--- src/hdl/i2c_memory_address_pointer_defines.svh ---
// Assertion macros for the I2C memory address pointer block.
// Taken in by the top level; no other dependencies.

`ifndef I2C_MEMORY_ADDRESS_POINTER_DEFINES_SVH
`define I2C_MEMORY_ADDRESS_POINTER_DEFINES_SVH

// Same-cycle implication, disabled while reset is asserted
`define I2CMAP_ASSERT_NOW(label, clk, rst_n, ante, cons, msg) \
    label: assert property (@(posedge clk) disable iff (!rst_n) (ante) |-> (cons)) \
        else $error(msg);

// Next-cycle implication, disabled while reset is asserted
`define I2CMAP_ASSERT_NEXT(label, clk, rst_n, ante, cons, msg) \
    label: assert property (@(posedge clk) disable iff (!rst_n) (ante) |=> (cons)) \
        else $error(msg);

`endif

--- src/hdl/i2cmap_pkg.sv ---
// Shared types, constants and helpers for the I2C memory address pointer.
// No dependencies; imported by every module of the block except the RAM.

package i2cmap_pkg;

    // Store geometry
    localparam int MEM_DEPTH = 65536;
    localparam int ADDR_W    = $clog2(MEM_DEPTH);

    // Pointer and size widths (fixed by the bus protocol)
    localparam int PTR_W     = 16;
    localparam int SIZE_W    = 17;
    localparam int CNT_W     = $clog2(PTR_W);
    localparam int SIZE_MAX  = 65536;
    localparam int ONE_BYTE_LIMIT = 256;

    // Bus events from the slave engine
    typedef enum logic [1:0] {
        OP_START = 2'd0,
        OP_RECV  = 2'd1,
        OP_SEND  = 2'd2,
        OP_STOP  = 2'd3
    } t_op;

    // Transfer phase: two address phases, then data
    typedef enum logic [1:0] {
        PH_ADDR_HI = 2'd0,
        PH_ADDR_LO = 2'd1,
        PH_DATA    = 2'd2,
        PH_STOPPED = 2'd3
    } t_phase;

    // Controller states
    typedef enum logic [2:0] {
        ST_CLEAR,
        ST_IDLE,
        ST_DIVIDE,
        ST_ACCESS,
        ST_READ_OUT
    } t_state;

    // Commands from controller to datapath
    typedef struct packed {
        logic clr_step;
        logic start_xfer;
        logic stop_xfer;
        logic addr_byte;
        logic div_start;
        logic div_step;
        logic acc_wr;
        logic acc_rd;
        logic out_load;
    } t_cmd;

    // Status from datapath to controller
    typedef struct packed {
        logic clr_last;
        logic phase_addr;
        logic div_last;
        logic out_free;
        logic slot_ok;
    } t_status;

    // Clamp the size register to 1..SIZE_MAX, then to the store depth
    function automatic logic [SIZE_W-1:0] f_eff_size(input logic [SIZE_W-1:0] v);
        logic [SIZE_W-1:0] s;
        s = v;
        if (s == '0) s = SIZE_W'(1);
        if (s > SIZE_W'(SIZE_MAX)) s = SIZE_W'(SIZE_MAX);
        if (s > SIZE_W'(MEM_DEPTH)) s = SIZE_W'(MEM_DEPTH);
        return s;
    endfunction

endpackage

--- src/hdl/i2cmap_ctrl.sv ---
// Controller: clearing sweep, event decode and sequencing of each access.
// Depends on i2cmap_pkg.

module i2cmap_ctrl import i2cmap_pkg::*; (
    input  logic       i_clk,
    input  logic       i_rst_n,
    input  logic       i_in_valid,
    input  logic [1:0] i_op,
    input  t_status    i_status,
    output logic       o_in_stall,
    output t_cmd       o_cmd
);

    t_state r_state, n_state;
    logic   r_is_read, n_is_read;
    t_op    w_op;

    assign w_op = t_op'(i_op);

    // Next state
    always_comb begin
        n_state   = r_state;
        n_is_read = r_is_read;
        unique case (r_state)
            ST_CLEAR: begin
                if (i_status.clr_last) n_state = ST_IDLE;
            end
            ST_IDLE: begin
                if (i_in_valid) begin
                    n_is_read = (w_op == OP_SEND);
                    unique case (w_op) inside
                        OP_START, OP_STOP: n_state = ST_IDLE;
                        OP_RECV: begin
                            if (!i_status.phase_addr) n_state = ST_DIVIDE;
                        end
                        OP_SEND: n_state = ST_DIVIDE;
                        default: n_state = ST_IDLE;
                    endcase
                end
            end
            ST_DIVIDE: begin
                if (i_status.div_last) n_state = ST_ACCESS;
            end
            ST_ACCESS: begin
                n_state = r_is_read ? ST_READ_OUT : ST_IDLE;
            end
            ST_READ_OUT: begin
                if (i_status.out_free) n_state = ST_IDLE;
            end
            default: n_state = ST_IDLE;
        endcase
    end

    // Outputs
    always_comb begin
        o_cmd      = '0;
        o_in_stall = (r_state != ST_IDLE);
        unique case (r_state)
            ST_CLEAR: o_cmd.clr_step = 1'b1;
            ST_IDLE: begin
                if (i_in_valid) begin
                    unique case (w_op)
                        OP_START: o_cmd.start_xfer = 1'b1;
                        OP_STOP:  o_cmd.stop_xfer  = 1'b1;
                        OP_RECV: begin
                            o_cmd.addr_byte = i_status.phase_addr;
                            o_cmd.div_start = !i_status.phase_addr;
                        end
                        OP_SEND:  o_cmd.div_start  = 1'b1;
                        default:  o_cmd            = '0;
                    endcase
                end
            end
            ST_DIVIDE: o_cmd.div_step = 1'b1;
            ST_ACCESS: begin
                o_cmd.acc_wr = !r_is_read;
                o_cmd.acc_rd = r_is_read;
            end
            ST_READ_OUT: o_cmd.out_load = i_status.out_free;
            default: o_cmd = '0;
        endcase
    end

    // State registers
    always_ff @(posedge i_clk) begin
        if (!i_rst_n) begin
            r_state   <= ST_CLEAR;
            r_is_read <= 1'b0;
        end else begin
            r_state   <= n_state;
            r_is_read <= n_is_read;
        end
    end

endmodule

--- config.mk ---
export PLATFORM = sky130hd
export DESIGN_NAME = i2cmap_ctrl
export DESIGN_NICKNAME = d
export VERILOG_FILES = /design/src/hdl/i2c_memory_address_pointer_defines.svh /design/src/hdl/i2cmap_pkg.sv /design/src/hdl/i2cmap_ctrl.sv
export SDC_FILE = /design/constraint.sdc
export NUM_CORES = 1
export LEC_CHECK = 0
export BUFFER_PORTS_ARGS = -buffer_cell sky130_fd_sc_hd__buf_2
export CORE_AREA = 10 10 47 49
export CTS_BUF_LIST = sky130_fd_sc_hd__clkbuf_8
export DETAILED_ROUTE_END_ITERATION = 7
export DIE_AREA = 0 0 57 59
export PLACE_DENSITY_LB_ADDON = 0.2
export SLEW_MARGIN = 20
export SYNTH_ARGS = -nofsm -noshare
export SYNTH_HDL_FRONTEND = slang
export SYNTH_SLANG_ARGS = --single-unit
--- constraint.sdc ---
create_clock -name i_clk -period 1.8 [get_ports i_clk]
set_clock_uncertainty 0.05 [all_clocks]
set_input_delay 0 -clock i_clk [delete_from_list [all_inputs] [get_ports i_clk]]
set_output_delay 0 -clock i_clk [all_outputs]
set_load 0.02 [all_outputs]
== Word level (Yosys, flattened, before mapping) ==
Index checks and enable logic that the tools add are counted.
Storage, ports and cells
  flip-flop bits (word level): 4
Cells by class
  multiplexer cells: 18
  eq/ne operators: 13
  reduce and logical (&&, ||, !) cells: 6
Operators with widths (number)
  $mux 3: 6
  $pmux 3 s5: 1
  $mux 8: 1
  $ne 2x2->1 const B: 4
  $pmux 1 s2: 4
  $eq 3x2->1 const B: 2
  $pmux 3 s2: 1
  $reduce_and 5->1: 1
  $eq 2x2->1 const B: 2
  $mux 4: 1
  $pmux 2 s2: 1
  $eq 3x1->1 const B: 1
  $eq 3x3->1 const B: 1
  $logic_not 3->1: 1
  $mux 1: 3
  $ne 3x1->1 const B: 1
  $ne 3x3->1 const B: 1
  $eq 2x1->1 const B: 1
  $logic_not 1->1: 2
  $logic_not 2->1: 1
  $reduce_and 2->1: 1

== Longest topological paths before layout ==
Gate-level depths: netlist of run 1.
  word-level depth: 4
  depth in mapped cells: 5
  depth with buffers taken out: 5

== Least setup slack after synthesis of run 1 ==
OpenSTA, ideal clock, no wires.
  path type: register to register
  from: reg r_state[0]
  to: reg r_state[1]
  required time: 1626 ps
  arrival: 1100 ps
  library setup time: 124 ps
  path slack: 526 ps
  cell stages (with the launch flop): 4
  path through: dfxtp_1 -> or3b_1 -> a21oi_2 -> nor4b_1
On the way
  word-level cells in the longest chain between the ends: 3
  elaborated cells between the ends (all ways): 12
RTL lines
  from (decl): RTL line i2cmap_ctrl.sv:14  | t_state r_state, n_state;
  from (signal assigned): RTL line i2cmap_ctrl.sv:90  | r_state <= n_state;
  $eq 3x1->1, or another cell as far along: RTL line i2cmap_ctrl.sv:24  | unique case (r_state)
  $ne 3x3->1 (no source line) / $ne 2x2->1 (equally long branches)
  $reduce_and 5->1 (no source line)
Several ways; a longest one is shown, not always the timed one.
A chain may end at the register's enable or synchronous reset.

==> results of run 1 <==
==> stage by stage <==
step                hold WS [ps]  instance area, um^2  total power, W
global placement           214.6                475.5       0.0002322
global route               54.65                526.8       0.0004490
CTS                        34.18                526.8       0.0004267
floorplan                  66.89                376.6       0.0001979
detailed placement         216.9                475.5       0.0002325
finish                     36.52                526.8       0.0004190
==> worst paths after layout <==
kind,cells after the start,endpoint,start,slack (ps)
max,3,o_cmd[5],r_state[1]$_SDFFE_PN0P_,330
min,3,r_state[0]$_SDFFE_PN0P_,i_in_valid,40
max reg2reg,3,r_state[0]$_SDFFE_PN0P_,r_state[1]$_SDFFE_PN0P_,470
min reg2reg,2,r_state[2]$_SDFFE_PN0P_,r_is_read$_SDFFE_PN0P_,480
==> report_power, final <==
| group | total (W) | switching, W | internal [W] |
|---|---|---|---|
| Combinational | 0.000117 | 0.0000607 | 0.0000565 |
| Sequential | 0.000114 | 0.0000166 | 0.0000973 |
| Clock | 0.000188 | 0.0000454 | 0.000142 |
==> synth_stat cells (all sizes together) <==
| cell type | instances |
|---|---|
| a21boi | 1 |
| a21oi | 1 |
| a22o | 1 |
| and2 | 3 |
| and3 | 1 |
| and4bb | 2 |
| buf | 1 |
| dfxtp | 4 |
| ha | 4 |
| inv | 3 |
| mux2 | 1 |
| mux2i | 3 |
| nand2 | 3 |
| nand3 | 1 |
| nor2 | 2 |
| nor2b | 4 |
| nor3 | 1 |
| nor4b | 1 |
| o211a | 1 |
| o2bb2ai | 1 |
| or3b | 1 |
| or4b | 1 |
==> registers in the layout, summed over array words and instances, names as in the netlist <==
| name | cells |
|---|---|
| r_is_read | 1 |
| r_state | 3 |
==> worst min-delay path, cell delays in order <==
cell       delay, ps
buf_2             90
a21oi_2           60
o2bb2ai_1        110
==> repair_timing <==
| action | CTS | global route |
|---|---|---|
| endpoints found under the setup margin | 0 | 0 |
| buffers inserted | 0 | 0 |
| endpoints found under the hold margin | 1 | 0 |
| hold buffers | 1 | 0 |
==> routing by layer <==
metal  track usage (%)  wire, um  vias to the layer above  part of all wire [%]
met3             3.433        56                        0                   6.0
met5                 0         0                        -                     0
li1                  -         -                      189                     -
met2             9.457       485                        8                    52
met1             5.799       392                      166                    42
met4             1.007         0                        0                     0
==> logic make-up after synthesis <==
| kind of cell | count (synthesis) |
|---|---|
| AND/OR/NAND/NOR | 20 |
| multiplexers | 4 |
| AO/OA/AOI/OAI | 5 |
| buffers and inverters | 4 |
| adder cells (fa/ha/maj) | 4 |
| flip-flops | 4 |
==> layout make-up <==
class                           instances  area (um^2)
Fill cell                             171        874.6
Multi-Input combinational cell         33        274.0
Timing Repair Buffer                   19        100.1
Sequential cell                         4        80.08
Clock buffer                            3        41.29
Tap cell                               16        20.02
Inverter                                3        11.26
==> run summary, run 1 <==
## Placed design
- 18 — Port Buf Inserts
- 751 um — placed wire-length estimate
- 0.7182 — Final Wtd Congestion
- 74 — cell total after placement
- 470.8 ps — worst-case setup slack after placement

## Detailed routing
- 0 — antenna-violating nets left
- 2 — length of the first detailed-routing pass in iterations
- 363 — vias
- 11.97 um — routed length per instance
- 4.654 — drt via density
- 7 — initial DRC count
- 934 um — detailed-route wire length
- 0 — detailed-route DRC error count

## Global route
- 5.568% — overall routing resource usage
- 13 — maximum number of pins on one net before global-route repair
- 354 — via count of the first global-routing pass
- 0 — number of antenna violations at the first check in global routing
- 0 — final global-route overflow total
- 1.531 mm — wire length of the first global-routing pass

## Die
- 59 um — vertical die dimension
- 14 — row count
- 26.87% — Initial Util
- 3363 um^2 — die outline area
- 20 — count of boundary I/O pins
- 1401 um^2 — CORE AREA
- 57 um — horizontal extent of the die

## Logic synthesis
- 22 — unique cell type count in the Yosys netlist
- 55 — number of nets in the synthesized netlist
- 41 — instance count of the mapped netlist
- 4 — number of synthesized register bits
- 35.88% — area share of and/or/nand/nor cells after synthesis
- dfxtp_1 (21%), ha_1 (13%), mux2i_1 (8.0%), and4bb_2 (6.6%), nor2b_1 (6.6%) — synth top area cells
- 10.96% — multiplexer fraction of the synthesized cell area
- dfxtp_1 — cell type with the highest aggregate area in the netlist
- 9.186 um^2 — average footprint of a synthesized cell
- 0 — YS warnings
- 21.26% — Seq/Total Area, Yosys
- 376.6 um^2 — cell area after synthesis
- 21.26% — fraction of post-synthesis cell area in the top cell type by area
- 0% — xor-xnor portion of the synthesized cell area
- simple AND/OR/NAND/NOR gates — dominant combinational cell family by area after synthesis
- 12.62% — compound-cell area share of the yosys netlist
- 13.29% — Synth Area in Adders

## Power and ir drop
- 795.4 nW/um^2 — Power Dens Cells
- 0.2807 nW — Leak Pwr
- 0.7942 mV — VDD IR-drop max

## Finish
- buf_2 (18), nor2b_1 (4), ha_1 (4), dfxtp_1 (4) — top library cells by usage in the layout, fill and taps aside
- 43.55% — layout cells sized above 1
- 39.87% — relative area change from synthesis to final layout
- 78 — net count reported at finish
- 0 — n_diodes
- 37.59% — post-route core utilization
- 78 — Post-Layout Cell Count
- buf_2 — leading cell type in the layout, fill and taps excluded

## Timing
- no — RSZ-0062 raised after global routing
- 0 — max-slew violation count
- 0 — final setup vio count
- 680.6 MHz — highest clock frequency the design can meet
- 81.63% — final critical-path share of the clock period
- 74.71% — worst slew margin relative to its limit
- 0 ps — post-route setup TNS
- 1469 ps — clock period minus final worst setup slack
- 378.8 ps — slew of the pin with the lowest slew margin
- 0 — hold violation total from the final report
- 330.6 ps — Worst Slack Setup Final

## Setup path
- 540 ps — biggest cell delay along the critical path
- and4bb_2, and3_1, buf_2 — worst-path cell chain
- flip-flops — cell family with most CP delay
- 1420 ps — worst path arrival time
- 1750 ps — required time at the endpoint of the critical path
- output port — Setup crit end kind
- flip-flop to output port — critical path class
- flip-flop — launching element type of the critical path
- 1 — worst path buffer plus inverter count
- dfxtp_1 — cell type of the slowest stage on the worst timing path
- 12 — largest fanout on the critical path

## Clocking
- clkbuf_8 — buffer cell driving the clock tree root
- 4 — CTS Sinks
- 0 — Post-CTS Resized
- 220 ps — insertion delay to the later sink of the worst-skew pair
- 30 ps — Clock Pin Slew Worst Setup and Hold Paths
- built — TritonCTS clock tree
- 1 — CTS H-tree lvls
- 3 — TritonCTS Buffers
- 2 — clk buf depth

## Run status
- finished clean — outcome

## Job
- 0 — Max-cap violations

## Worst hold path
- input pin to flip-flop — hold crit path type

No activity file was read; power rests on OpenSTA's default activity.
==> run 2, diff against run 1 <==
Clock period 1.8 ns to 1.3 ns, I/O delays scaled along.
==> run 2 against run 1 <==
Combinational power up 70%. Cell area increased by 12%. Die area unchanged. Critical path depth unchanged. Wire length increased by 3.7%. Highest routed layer is now met4. Power increased by 46%. Register-to-register slack worse by 370 ps.
==> run summary, run 2 (synthesized netlist as in run 1, its figures left out) <==
## Run status
- finished clean — outcome

## Global route
- 374 — via count of the first global-routing pass
- 7 — maximum number of pins on one net before global-route repair
- 0 — final global-route overflow total
- 1.704 mm — wire length of the first global-routing pass
- 6.477% — overall routing resource usage
- 0 — number of antenna violations at the first check in global routing

## Power and ir drop
- 0.0004371 W — internal power
- 0.0006113 W — total power draw
- 1037 nW/um^2 — Power Dens Cells
- 0.3057 nW — Leak Pwr
- 0.8358 mV — VDD IR-drop max
- 0.0001742 W — net load switching power
- 32.5% — Comb pwr share
- 28.50% — switching share of power
- 42.5% — Clk pwr share
- 25.0% — sequential cell fraction of total power

## Clocking
- built — TritonCTS clock tree
- 2 — clk buf depth
- 4 — CTS Sinks
- 3 — TritonCTS Buffers
- 220 ps — insertion delay to the later sink of the worst-skew pair
- 1 — CTS H-tree lvls
- clkbuf_8 — buffer cell driving the clock tree root
- 30 ps — Clock Pin Slew Worst Setup and Hold Paths

## Timing
- 221.7 ps — slew of the pin with the lowest slew margin
- 29.10 ps — hold slack final
- 0 — final setup vio count
- 0 ps — post-route setup TNS
- 1260 ps — clock period minus final worst setup slack
- 793.4 MHz — highest clock frequency the design can meet
- no — RSZ-0062 raised after global routing
- 85.01% — worst slew margin relative to its limit
- 0 — max-slew violation count
- 96.95% — final critical-path share of the clock period
- 0 — hold violation total from the final report

## Die
- 14 — row count
- 26.87% — Initial Util
- 59 um — vertical die dimension
- 20 — count of boundary I/O pins
- 1401 um^2 — CORE AREA
- 3363 um^2 — die outline area
- 57 um — horizontal extent of the die

## Finish
- 56.48% — relative area change from synthesis to final layout
- 54.55% — layout cells sized above 1
- 42.05% — post-route core utilization
- r_state — largest register by flop count
- r_state: 3 flops, r_is_read: 1 flops — biggest regs
- 3 — number of flip-flops in the largest register
- 82 — net count reported at finish
- buf_2 — leading cell type in the layout, fill and taps excluded
- buf_2 (14), buf_4 (7), ha_1 (4) — top library cells by usage in the layout, fill and taps aside
- 0 — n_diodes
- 82 — Post-Layout Cell Count

## Setup path
- flip-flop to output port — critical path class
- 1210 ps — worst path arrival time
- 6 — largest fanout on the critical path
- flip-flop — launching element type of the critical path
- output port — Setup crit end kind
- 1250 ps — required time at the endpoint of the critical path

## Detailed routing
- 0 — detailed-route DRC error count
- 0 — antenna-violating nets left
- 2 — initial DRC count
- 371 — vias
- 11.82 um — routed length per instance
- 4.524 — drt via density
- 3 — length of the first detailed-routing pass in iterations
- 969 um — detailed-route wire length

## Placed design
- 0.6902 — Final Wtd Congestion
- 78 — cell total after placement
- 836.9 um — placed wire-length estimate
- 18 — Port Buf Inserts

## Job
- 0 — Max-cap violations

## Worst hold path
- input pin to flip-flop — hold crit path type

-- run 2: cell types whose count changed in the layout (fill, tap and decap cells not counted), moves of 2 or more --
| cell | change |
|---|---|
| buf_2 | -4 |
| dfxtp_2 | +2 |
| dfxtp_1 | -3 |
| buf_4 | +7 |
-- run 2: routing by layer --
| metal | share of wire, % | track usage [%] | wire [um] |
|---|---|---|---|
| met2 | 52 | 9.922 | 505 |
| met1 | 39 | 6.754 | 380 |
| met4 | 2.3 | 4.027 | 22 |
| met3 | 6.2 | 3.648 | 60 |
| met5 | 0 | 0 | 0 |
-- run 2: per-stage QoR --
step,setup WS [ps],instance area [um^2]
finish,39.61,589.3
floorplan,26.28,376.6
CTS,13.60,561.8
detailed placement,89.54,505.5
global placement,104.7,505.5
global route,1.675,589.3
-- run 2: worst paths after layout --
| kind | depth (start not counted) | end | start | slack (ps) |
|---|---|---|---|---|
| setup reg to reg | 3 | r_state[0]$_SDFFE_PN0P_ | r_state[0]$_SDFFE_PN0P_ | 100 |
| hold / removal | 3 | r_state[0]$_SDFFE_PN0P_ | i_in_valid | 30 |
| setup / recovery | 3 | o_cmd[5] | r_state[1]$_SDFFE_PN0P_ | 40 |
| hold reg to reg | 1 | r_state[1]$_SDFFE_PN0P_ | r_state[2]$_SDFFE_PN0P_ | 400 |
-- run 2: worst max-delay path, cell delays in order (launching register included) --
cell	delay (ps)
dfxtp_2	330
and4bb_2	350
and3_4	200
buf_6	110
-- run 2: power groups by stage --
| stage | Clock, W | Combinational (W) | Sequential [W] |
|---|---|---|---|
| CTS | 0.000262 | 0.000193 | 0.000153 |
| global route | 0.000276 | 0.000220 | 0.000157 |
| finish | 0.000260 | 0.000199 | 0.000153 |
| detailed placement | 0 | 0.000189 | 0.000152 |
| floorplan | 0 | 0.000126 | 0.000148 |
| global placement | 0 | 0.000189 | 0.000151 |
-- run 2: area by class of cell --
cell class	count	area [um^2]
inverters	3	11.26
fillers	148	812.0
clock buffers	3	41.29
flip-flops and latches	4	86.33
multi-input cells	33	286.5
repair buffers	23	143.9
well taps	16	20.02
-- run 2: timing repair --
item                       4_1_cts  5_1_grt
hold buffers                     1        0
resized for setup                3        9
setup buffers                    0        0
setup endpoints to repair        4        5
pin swaps                        0        1
hold endpoints to repair         1        0
